--- config.mk ---
export PLATFORM = sky130hd
export DESIGN_NAME = sorted_table_binary_search
export DESIGN_NICKNAME = d
export VERILOG_FILES = /design/src/hdl/stbs_pkg.sv /design/src/hdl/sorted_table_binary_search.sv /design/src/hdl/stbs_dpath.sv /design/src/hdl/stbs_ctrl.sv
export VERILOG_INCLUDE_DIRS = /design/src /design/src/hdl
export SDC_FILE = /design/constraint.sdc
export NUM_CORES = 2
export LEC_CHECK = 0
export BUFFER_PORTS_ARGS = -buffer_cell sky130_fd_sc_hd__buf_4
export CORE_MARGIN = 1
export CORE_UTILIZATION = 32
export DETAILED_ROUTE_END_ITERATION = 8
export GPL_TIMING_DRIVEN = 0
export REMOVE_ABC_BUFFERS = 1
export SLEW_MARGIN = 10
export SYNTH_ARGS = -nofsm -noshare
export SYNTH_HDL_FRONTEND = slang
export SYNTH_SLANG_ARGS = --single-unit
--- constraint.sdc ---
create_clock -name clk_i -period 6.85 [get_ports clk_i]
set_input_delay 0.3425 -clock clk_i [delete_from_list [all_inputs] [get_ports clk_i]]
set_output_delay 0.3425 -clock clk_i [all_outputs]
set_load 0.005 [all_outputs]
--- src/hdl/sorted_table_binary_search_macros.svh ---
// assertion macros shared by the table search block
`ifndef SORTED_TABLE_BINARY_SEARCH_MACROS_SVH
`define SORTED_TABLE_BINARY_SEARCH_MACROS_SVH

`ifndef SYNTHESIS
// property must hold in the same cycle
`define STBS_ASSERT(lbl, prop, msg) \
  lbl: assert property (@(posedge clk_i) disable iff (!rst_ni) (prop)) else $error(msg);
// consequent must hold in the cycle after the trigger
`define STBS_ASSERT_NEXT(lbl, trig, cons, msg) \
  lbl: assert property (@(posedge clk_i) disable iff (!rst_ni) (trig) |=> (cons)) \
    else $error(msg);
`else
`define STBS_ASSERT(lbl, prop, msg)
`define STBS_ASSERT_NEXT(lbl, trig, cons, msg)
`endif

`endif

--- src/hdl/stbs_pkg.sv ---
package stbs_pkg;

  localparam int unsigned TABLE_DEPTH = 64;
  localparam int unsigned IDX_W       = $clog2(TABLE_DEPTH);
  localparam int unsigned CNT_W       = $clog2(TABLE_DEPTH + 1);
  localparam int unsigned OUT_W       = 7;
  localparam int unsigned DATA_W      = 32;

  localparam logic [1:0] OP_APPEND = 2'd0;
  localparam logic [1:0] OP_SEARCH = 2'd1;
  localparam logic [1:0] OP_CLEAR  = 2'd2;

  // controller to datapath
  typedef struct packed {
    logic load_key;
    logic append_wr;
    logic set_full;
    logic clear;
    logic p_init;
    logic a_load;
    logic q_step;
    logic p_wr;
    logic bs_init;
    logic bs_probe;
    logic bs_cmp;
    logic out_load;
  } cmd_t;

  // datapath to controller
  typedef struct packed {
    logic full;
    logic few;
    logic q_last;
    logic p_last;
    logic bs_open;
    logic hit;
  } sts_t;

endpackage

--- src/hdl/sorted_table_binary_search.sv ---
// channel  dir  handshake                 word
// in       in   in_valid_i / in_ready_o   opcode_i, value_i
// out      out  out_valid_o / out_ready_i found_o, position_o, full_error_o, entry_total_o
//
// append, clear and unused codes: from idle to the final state, which loads the result word
// search: a sort if appended to since the last search or clear (n >= 2 entries), then a
//   binary search probing one entry at a time on the single read port, then the final state
// one word in flight; in_ready_o is high again once the result is in the output register
// rst_ni clears count and output valid and sets the sorted flag; table contents are not cleared
// a stalled output holds the block in its final state until the word is taken
module sorted_table_binary_search (
  input  logic                               clk_i,
  input  logic                               rst_ni,
  input  logic                               in_valid_i,
  output logic                               in_ready_o,
  input  logic [1:0]                         opcode_i,
  input  logic signed [stbs_pkg::DATA_W-1:0] value_i,
  output logic                               out_valid_o,
  input  logic                               out_ready_i,
  output logic                               found_o,
  output logic [stbs_pkg::OUT_W-1:0]         position_o,
  output logic                               full_error_o,
  output logic [stbs_pkg::OUT_W-1:0]         entry_total_o
);

  stbs_pkg::cmd_t cmd;
  stbs_pkg::sts_t sts;

  stbs_ctrl u_ctrl (
    .clk_i       (clk_i),
    .rst_ni      (rst_ni),
    .in_valid_i  (in_valid_i),
    .in_ready_o  (in_ready_o),
    .opcode_i    (opcode_i),
    .out_valid_o (out_valid_o),
    .out_ready_i (out_ready_i),
    .cmd_o       (cmd),
    .sts_i       (sts)
  );

  stbs_dpath u_dpath (
    .clk_i         (clk_i),
    .rst_ni        (rst_ni),
    .cmd_i         (cmd),
    .sts_o         (sts),
    .value_i       (value_i),
    .found_o       (found_o),
    .position_o    (position_o),
    .full_error_o  (full_error_o),
    .entry_total_o (entry_total_o)
  );

endmodule

--- src/hdl/stbs_dpath.sv ---
`include "sorted_table_binary_search_macros.svh"

module stbs_dpath (
  input  logic                               clk_i,
  input  logic                               rst_ni,
  input  stbs_pkg::cmd_t                     cmd_i,
  output stbs_pkg::sts_t                     sts_o,
  input  logic signed [stbs_pkg::DATA_W-1:0] value_i,
  output logic                               found_o,
  output logic [stbs_pkg::OUT_W-1:0]         position_o,
  output logic                               full_error_o,
  output logic [stbs_pkg::OUT_W-1:0]         entry_total_o
);

  logic signed [stbs_pkg::DATA_W-1:0] mem [stbs_pkg::TABLE_DEPTH];
  logic signed [stbs_pkg::DATA_W-1:0] rdata_q;
  logic signed [stbs_pkg::DATA_W-1:0] key_q;
  logic signed [stbs_pkg::DATA_W-1:0] a_q, a_d;

  logic [stbs_pkg::CNT_W-1:0] count_q, count_d;
  logic [stbs_pkg::IDX_W-1:0] p_q, p_d;
  logic [stbs_pkg::IDX_W-1:0] q_q, q_d;
  logic [stbs_pkg::CNT_W-1:0] lo_q, lo_d;
  logic [stbs_pkg::CNT_W-1:0] hi_q, hi_d;
  logic [stbs_pkg::IDX_W-1:0] mid_q;
  logic [stbs_pkg::CNT_W-1:0] pos_q, pos_d;
  logic                       found_q, found_d;
  logic                       full_q, full_d;

  logic [stbs_pkg::CNT_W:0]   mid_sum;
  logic [stbs_pkg::IDX_W-1:0] mid;
  logic [stbs_pkg::IDX_W-1:0] raddr;
  logic                       we;
  logic [stbs_pkg::IDX_W-1:0] waddr;
  logic signed [stbs_pkg::DATA_W-1:0] wdata;
  logic                       swap;

  // lo < hi here, so the sum is never negative and the shift is the halving
  assign mid_sum = {1'b0, lo_q} + {1'b0, hi_q} - (stbs_pkg::CNT_W + 1)'(1);
  assign mid     = mid_sum[stbs_pkg::IDX_W:1];
  assign swap    = a_q > rdata_q;

  assign sts_o.full    = count_q == stbs_pkg::CNT_W'(stbs_pkg::TABLE_DEPTH);
  assign sts_o.few     = count_q < stbs_pkg::CNT_W'(2);
  assign sts_o.q_last  = (stbs_pkg::CNT_W'(q_q) + stbs_pkg::CNT_W'(1)) == count_q;
  assign sts_o.p_last  = (stbs_pkg::CNT_W'(p_q) + stbs_pkg::CNT_W'(2)) == count_q;
  assign sts_o.bs_open = lo_q < hi_q;
  assign sts_o.hit     = rdata_q == key_q;

  always_comb begin
    priority if (cmd_i.p_init) begin
      raddr = '0;
    end else if (cmd_i.a_load) begin
      raddr = q_q;
    end else if (cmd_i.q_step) begin
      raddr = q_q + stbs_pkg::IDX_W'(1);
    end else if (cmd_i.p_wr) begin
      raddr = p_q + stbs_pkg::IDX_W'(1);
    end else if (cmd_i.bs_probe) begin
      raddr = mid;
    end else begin
      raddr = p_q;
    end
  end

  always_comb begin
    we    = 1'b0;
    waddr = p_q;
    wdata = a_q;
    priority if (cmd_i.append_wr) begin
      we    = 1'b1;
      waddr = count_q[stbs_pkg::IDX_W-1:0];
      wdata = value_i;
    end else if (cmd_i.q_step) begin
      we    = swap;
      waddr = q_q;
    end else if (cmd_i.p_wr) begin
      we    = 1'b1;
    end else begin
      we    = 1'b0;
    end
  end

  always_ff @(posedge clk_i) begin
    if (we) begin
      mem[waddr] <= wdata;
    end
    rdata_q <= mem[raddr];
  end

  always_comb begin
    count_d = count_q;
    if (cmd_i.append_wr) begin
      count_d = count_q + stbs_pkg::CNT_W'(1);
    end else if (cmd_i.clear) begin
      count_d = '0;
    end
  end

  always_ff @(posedge clk_i or negedge rst_ni) begin
    if (!rst_ni) begin
      count_q <= '0;
    end else begin
      count_q <= count_d;
    end
  end

  always_comb begin
    p_d     = p_q;
    q_d     = q_q;
    a_d     = a_q;
    lo_d    = lo_q;
    hi_d    = hi_q;
    found_d = found_q;
    pos_d   = pos_q;
    full_d  = full_q;
    if (cmd_i.load_key) begin
      found_d = 1'b0;
      pos_d   = '0;
      full_d  = cmd_i.set_full;
    end
    if (cmd_i.p_init) begin
      p_d = '0;
      q_d = stbs_pkg::IDX_W'(1);
    end
    if (cmd_i.a_load) begin
      a_d = rdata_q;
    end
    if (cmd_i.q_step) begin
      q_d = q_q + stbs_pkg::IDX_W'(1);
      if (swap) begin
        a_d = rdata_q;
      end
    end
    if (cmd_i.p_wr) begin
      p_d = p_q + stbs_pkg::IDX_W'(1);
      q_d = p_q + stbs_pkg::IDX_W'(2);
    end
    if (cmd_i.bs_init) begin
      lo_d = '0;
      hi_d = count_q;
    end
    if (cmd_i.bs_cmp) begin
      if (rdata_q == key_q) begin
        found_d = 1'b1;
        pos_d   = stbs_pkg::CNT_W'(mid_q) + stbs_pkg::CNT_W'(1);
      end else if (key_q > rdata_q) begin
        lo_d = stbs_pkg::CNT_W'(mid_q) + stbs_pkg::CNT_W'(1);
      end else begin
        hi_d = stbs_pkg::CNT_W'(mid_q);
      end
    end
  end

  always_ff @(posedge clk_i) begin
    p_q     <= p_d;
    q_q     <= q_d;
    a_q     <= a_d;
    lo_q    <= lo_d;
    hi_q    <= hi_d;
    found_q <= found_d;
    pos_q   <= pos_d;
    full_q  <= full_d;
    if (cmd_i.load_key) begin
      key_q <= value_i;
    end
    if (cmd_i.bs_probe) begin
      mid_q <= mid;
    end
    if (cmd_i.out_load) begin
      found_o       <= found_q;
      position_o    <= stbs_pkg::OUT_W'(pos_q);
      full_error_o  <= full_q;
      entry_total_o <= stbs_pkg::OUT_W'(count_q);
    end
  end

  `STBS_ASSERT(a_count_range, count_q <= stbs_pkg::CNT_W'(stbs_pkg::TABLE_DEPTH), "count overflow")
  `STBS_ASSERT(a_append_room, !cmd_i.append_wr || !sts_o.full, "append into full table")
  `STBS_ASSERT(a_probe_range, !cmd_i.bs_probe || (stbs_pkg::CNT_W'(mid) < count_q), "probe beyond count")

endmodule

--- src/hdl/stbs_ctrl.sv ---
`include "sorted_table_binary_search_macros.svh"

module stbs_ctrl (
  input  logic           clk_i,
  input  logic           rst_ni,
  input  logic           in_valid_i,
  output logic           in_ready_o,
  input  logic [1:0]     opcode_i,
  output logic           out_valid_o,
  input  logic           out_ready_i,
  output stbs_pkg::cmd_t cmd_o,
  input  stbs_pkg::sts_t sts_i
);

  localparam logic [2:0] S_IDLE   = 3'd0;
  localparam logic [2:0] S_SRT_A  = 3'd1;
  localparam logic [2:0] S_SRT_Q  = 3'd2;
  localparam logic [2:0] S_SRT_W  = 3'd3;
  localparam logic [2:0] S_BS_CHK = 3'd4;
  localparam logic [2:0] S_BS_CMP = 3'd5;
  localparam logic [2:0] S_FIN    = 3'd6;

  logic [2:0] state_q, state_d;
  logic       sorted_q, sorted_d;
  logic       out_valid_q, out_valid_d;
  logic       accept;

  assign in_ready_o  = state_q == S_IDLE;
  assign out_valid_o = out_valid_q;
  assign accept      = in_valid_i && in_ready_o;

  always_comb begin
    state_d  = state_q;
    sorted_d = sorted_q;
    cmd_o    = '0;
    unique case (state_q)
      S_IDLE: begin
        if (in_valid_i) begin
          cmd_o.load_key = 1'b1;
          state_d        = S_FIN;
          unique case (opcode_i)
            stbs_pkg::OP_APPEND: begin
              cmd_o.append_wr = !sts_i.full;
              cmd_o.set_full  = sts_i.full;
              if (!sts_i.full) begin
                sorted_d = 1'b0;
              end
            end
            stbs_pkg::OP_SEARCH: begin
              sorted_d = 1'b1;
              if (!sorted_q && !sts_i.few) begin
                cmd_o.p_init = 1'b1;
                state_d      = S_SRT_A;
              end else begin
                cmd_o.bs_init = 1'b1;
                state_d       = S_BS_CHK;
              end
            end
            stbs_pkg::OP_CLEAR: begin
              cmd_o.clear = 1'b1;
              sorted_d    = 1'b1;
            end
            default: begin
              state_d = S_FIN;
            end
          endcase
        end
      end
      S_SRT_A: begin
        cmd_o.a_load = 1'b1;
        state_d      = S_SRT_Q;
      end
      S_SRT_Q: begin
        cmd_o.q_step = 1'b1;
        if (sts_i.q_last) begin
          state_d = S_SRT_W;
        end
      end
      S_SRT_W: begin
        // write back the minimum held for this slot
        cmd_o.p_wr = 1'b1;
        if (sts_i.p_last) begin
          cmd_o.bs_init = 1'b1;
          state_d       = S_BS_CHK;
        end else begin
          state_d = S_SRT_A;
        end
      end
      S_BS_CHK: begin
        if (sts_i.bs_open) begin
          cmd_o.bs_probe = 1'b1;
          state_d        = S_BS_CMP;
        end else begin
          state_d = S_FIN;
        end
      end
      S_BS_CMP: begin
        cmd_o.bs_cmp = 1'b1;
        state_d      = sts_i.hit ? S_FIN : S_BS_CHK;
      end
      S_FIN: begin
        if (!out_valid_q || out_ready_i) begin
          cmd_o.out_load = 1'b1;
          state_d        = S_IDLE;
        end
      end
      default: begin
        state_d = S_IDLE;
      end
    endcase
  end

  always_comb begin
    out_valid_d = out_valid_q;
    if (cmd_o.out_load) begin
      out_valid_d = 1'b1;
    end else if (out_ready_i) begin
      out_valid_d = 1'b0;
    end
  end

  always_ff @(posedge clk_i or negedge rst_ni) begin
    if (!rst_ni) begin
      state_q     <= S_IDLE;
      sorted_q    <= 1'b1;
      out_valid_q <= 1'b0;
    end else begin
      state_q     <= state_d;
      sorted_q    <= sorted_d;
      out_valid_q <= out_valid_d;
    end
  end

  `STBS_ASSERT_NEXT(a_sort_start, accept && (opcode_i == stbs_pkg::OP_SEARCH) && !sorted_q && !sts_i.few, state_q == S_SRT_A, "unsorted search skipped sort")
  `STBS_ASSERT_NEXT(a_fin_word, (state_q == S_FIN) && !out_valid_q, out_valid_q && (state_q == S_IDLE), "result word not issued")
  `STBS_ASSERT_NEXT(a_cmp_next, state_q == S_BS_CMP, (state_q == S_BS_CHK) || (state_q == S_FIN), "bad search step")

endmodule

==> results list <==
- Outcome: finished, final reports clean
- The number of setup buffers added after CTS is 0.
- Number of cells produced by synthesis: 6858
* Slew Limit Fails: 0
- The initial utilization of the core area, before any placement, comes to 32.3%.
- Required time of the critical path: 7.59 ns
- Post-route setup TNS: 0 ns
* Total clock sinks: 2213
- At the worst endpoint, the arrival time is 7.31 ns.
* Antenna Violating Nets Remaining: 0
- The average instance in the mapped netlist occupies 13.1 sq um.
* Die height: 531 microns
- The die covers 0.282 sq mm.
- # fillers: 25400
- The number of different library cells used by synthesis comes to 87.
- Global-route wire length before repair: 377000 microns
- Last weighted congestion value of the routability-driven placer: 0.848
- For this run, the number of Yosys warnings is 0.
- The die is 531 microns wide.
- Standard cell core area: 0.277 sq mm
* Cell area after synthesis: 0.0896 sq mm
* Hold Crit Class: input pin to flip-flop
- CP max FO: 39
- Counting flops with an async set or reset pin after synthesis yields a share of 0.542%.
- Type of element launching the critical path: flip-flop
* Shortest clock period the worst path allows after layout: 6.57 ns
- The number of global-route vias before repair came to 55200.
- In this run the tightest slew margin relative to its limit is 14.0%.
* Largest net degree at the start of global routing: 75
- Wires add up to 261000 microns.
* CTS tree: done
- CP endpoint kind: flip-flop
* Total routing resource utilization after global routing: 18.1%
* Final net count: 7320
* Synthesis-to-layout area growth: 18.9%
- Setup violations, final: 0
* Critical path type: flip-flop to flip-flop
* Worst-path clk slew: 0.07 ns
- Unrepaired setup endpoints after global routing: no
- Fraction of final layout cells with drive strength greater than 1: 14.0%
- Area post-placement: 0.0992 sq mm
- Vias per Instance: 5.30
* Number of synthesized flops with an enable pin: 2115
* Worst Skew: 0.0526 ns
- Buffer cell driving the clock tree root: sky130_fd_sc_hd__clkbuf_16
- Fin. Hold Viols: 0
- Clock tree synthesis inserted a total of 217 buffers.
* Global-route congestion overflow total: 0
* Share of the core filled with cells: 38.4%
- Across all layers, the routed design uses 58800 vias.
- Summed over all nets, the half-perimeter wirelength after detailed placement is 175000 microns.
- Area of combinational cells with multiple inputs: 0.0226 sq mm
* Flip-flop and latch count after synthesis: 2213
* Register Area: 0.0655 sq mm
* Final clock period utilization by the worst path: 95.9%
* Number of levels the H-tree was split into: 4
- Post-route cell area: 0.107 sq mm
* Number of cell rows: 193
- Before antenna repair, the detailed router went through 7 iterations.
- Initial antenna violation count: 12
- Buffers placed on the I/O ports in this run total 55.
* Clock latency reported for the late side of the worst-skew pair: 0.89 ns
* Worst-Margin Slew: 1.28 ns
* Io pins: 56
- Dividing the detail-routed wire length by the instance count gives 23.6 microns.
- Worst-case clock buffer depth: 3
* Violation count after the first detailed-routing iteration: 7141
- After detailed routing, the number of remaining DRC violations is 0.
- Highest achievable clock rate: 152 MHz
- Max-capacitance violation count: 0
* Register area share after synthesis: 73.1%
- Top flip-flop cell by instance count after synthesis: sky130_fd_sc_hd__edfxtp_1
==> worst max-delay path, cell delays in order (launching register included) <==
cell and delay (ns):
sky130_fd_sc_hd__dfrtp_1 0.60, sky130_fd_sc_hd__nor3_2 0.37, sky130_fd_sc_hd__nand2_1 0.39, sky130_fd_sc_hd__inv_4 0.61, sky130_fd_sc_hd__nand3_2 0.37, sky130_fd_sc_hd__o2111ai_4 0.44, sky130_fd_sc_hd__nand2_4 0.47, sky130_fd_sc_hd__buf_16 0.40
sky130_fd_sc_hd__nor3_2 0.87, sky130_fd_sc_hd__nand2_2 0.84, sky130_fd_sc_hd__a21oi_1 0.38, sky130_fd_sc_hd__or4_1 0.46, sky130_fd_sc_hd__nor4_1 0.14
==> cells in the mapped netlist (all sizes together) (73+ instances only) <==
| library cell | instances | share of area, % |
|---|---|---|
| a211oi | 81 | 0.70 |
| a21oi | 252 | 1.4 |
| a31oi | 163 | 1.1 |
| and3 | 200 | 1.4 |
| buf | 299 | 1.7 |
| clkbuf | 130 | 0.55 |
| dfxtp | 86 | 1.9 |
| edfxtp | 2115 | 71 |
| ha | 88 | 1.2 |
| mux2i | 95 | 1.1 |
| nand2 | 1960 | 8.2 |
| nand3 | 568 | 3.2 |
| nor2 | 73 | 0.32 |
| nor3 | 79 | 0.47 |
| nor4 | 77 | 0.54 |
==> kinds of logic (layout without fill, tap and decap cells) <==
group / after synthesis / count (layout) / share of synthesized area (%)
buf+inv: 495 / 1019 / 2.55
compound gates: 833 / 833 / 6.10
other cells: 0 / 3 / 0
flops: 2213 / 2213 / 73.1
mux: 141 / 141 / 1.72
simple gates: 3055 / 3056 / 14.9
xor+xnor: 31 / 31 / 0.303
fa+ha+maj: 90 / 90 / 1.26
==> per-stage QoR <==
step	instances	hold slack, ns	setup WS, ns
2_1_floorplan	6429	0.0469	-32.84
3_3_place_gp	10200	0.192	-58.30
3_5_place_dp	10600	0.198	-0.350
4_1_cts	11100	0.0157	0.0577
5_1_grt	11100	0.0849	0.0908
6_report	11100	0.0758	0.279
==> per-layer routing <==
| metal | track usage [%] | vias to the layer above | routed length (microns) |
|---|---|---|---|
| met5 | 0.188 | - | 96 |
| met1 | 24.6 | 29500 | 108000 |
| met2 | 28.8 | 2785 | 121000 |
| met3 | 3.28 | 449 | 23000 |
| met4 | 6.69 | 6 | 9470 |
| li1 | - | 26000 | - |
==> final timing paths <==
path	startpoint	endpoint	slack, ns	cells after the start
max in group asynchronous	rst_ni	u_dpath.count_q[5]	5.37	4
setup reg to reg	u_ctrl.state_q[1]	u_dpath.rdata_q[0]	0.28	12
hold / removal	opcode_i[0]	u_ctrl.state_q[1]	0.08	5
hold reg to reg	u_dpath.full_q	u_dpath.full_error_o	0.42	0
setup / recovery	u_ctrl.state_q[1]	u_dpath.rdata_q[0]	0.28	12
min in group asynchronous	rst_ni	u_ctrl.sorted_q	0.50	3
==> timing repair <==
item | in CTS | in global routing
setup endpoints to repair | 17 | 15
pin swaps | 0 | 0
endpoints found under the hold margin | 61 | 0
hold buffers | 40 | 0
gates resized for setup | 6 | 1
gates cloned | 0 | 1
==> flip-flops by register name, indices dropped and copies added, names as in the netlist, 7 cells and up <==
register               count
u_dpath.pos_q              7
u_dpath.key_q             32
u_dpath.count_q            7
u_dpath.lo_q               7
u_dpath.a_q               32
u_dpath.rdata_q           32
u_dpath.mem             2048
u_dpath.position_o         7
u_dpath.hi_q               7
u_dpath.entry_total_o      7
==> final cells by class <==
class / count / area share (%)
Clock inverter: 120 / 0.961
Clock buffer: 289 / 5.52
Sequential cell: 2213 / 61.5
Timing Repair Buffer: 544 / 6.27
Multi-Input combinational cell: 4151 / 21.2
Inverter: 66 / 0.235
Antenna cell: 3 / 0.00704
Tap cell: 3705 / 4.35
==> placed cells by master (no fill, tap or decap), types with 86 or more instances in the layout <==
master                      synthesis  routed
sky130_fd_sc_hd__edfxtp_1        2115    2115
sky130_fd_sc_hd__nand2_1         1959    1924
sky130_fd_sc_hd__nand3_1          563     557
sky130_fd_sc_hd__a21oi_1          252     252
sky130_fd_sc_hd__buf_4             22     229
sky130_fd_sc_hd__clkbuf_16          0     220
sky130_fd_sc_hd__and3_1           200     200
sky130_fd_sc_hd__a31oi_1          163     163
sky130_fd_sc_hd__mux2i_1           95      95
sky130_fd_sc_hd__buf_6              5      93
sky130_fd_sc_hd__ha_1              88      88
sky130_fd_sc_hd__dfxtp_1           86      86
Power is left out: the tool's default activity adds up to more than one toggle a clock period on the data nets, which glitch-free logic cannot reach.
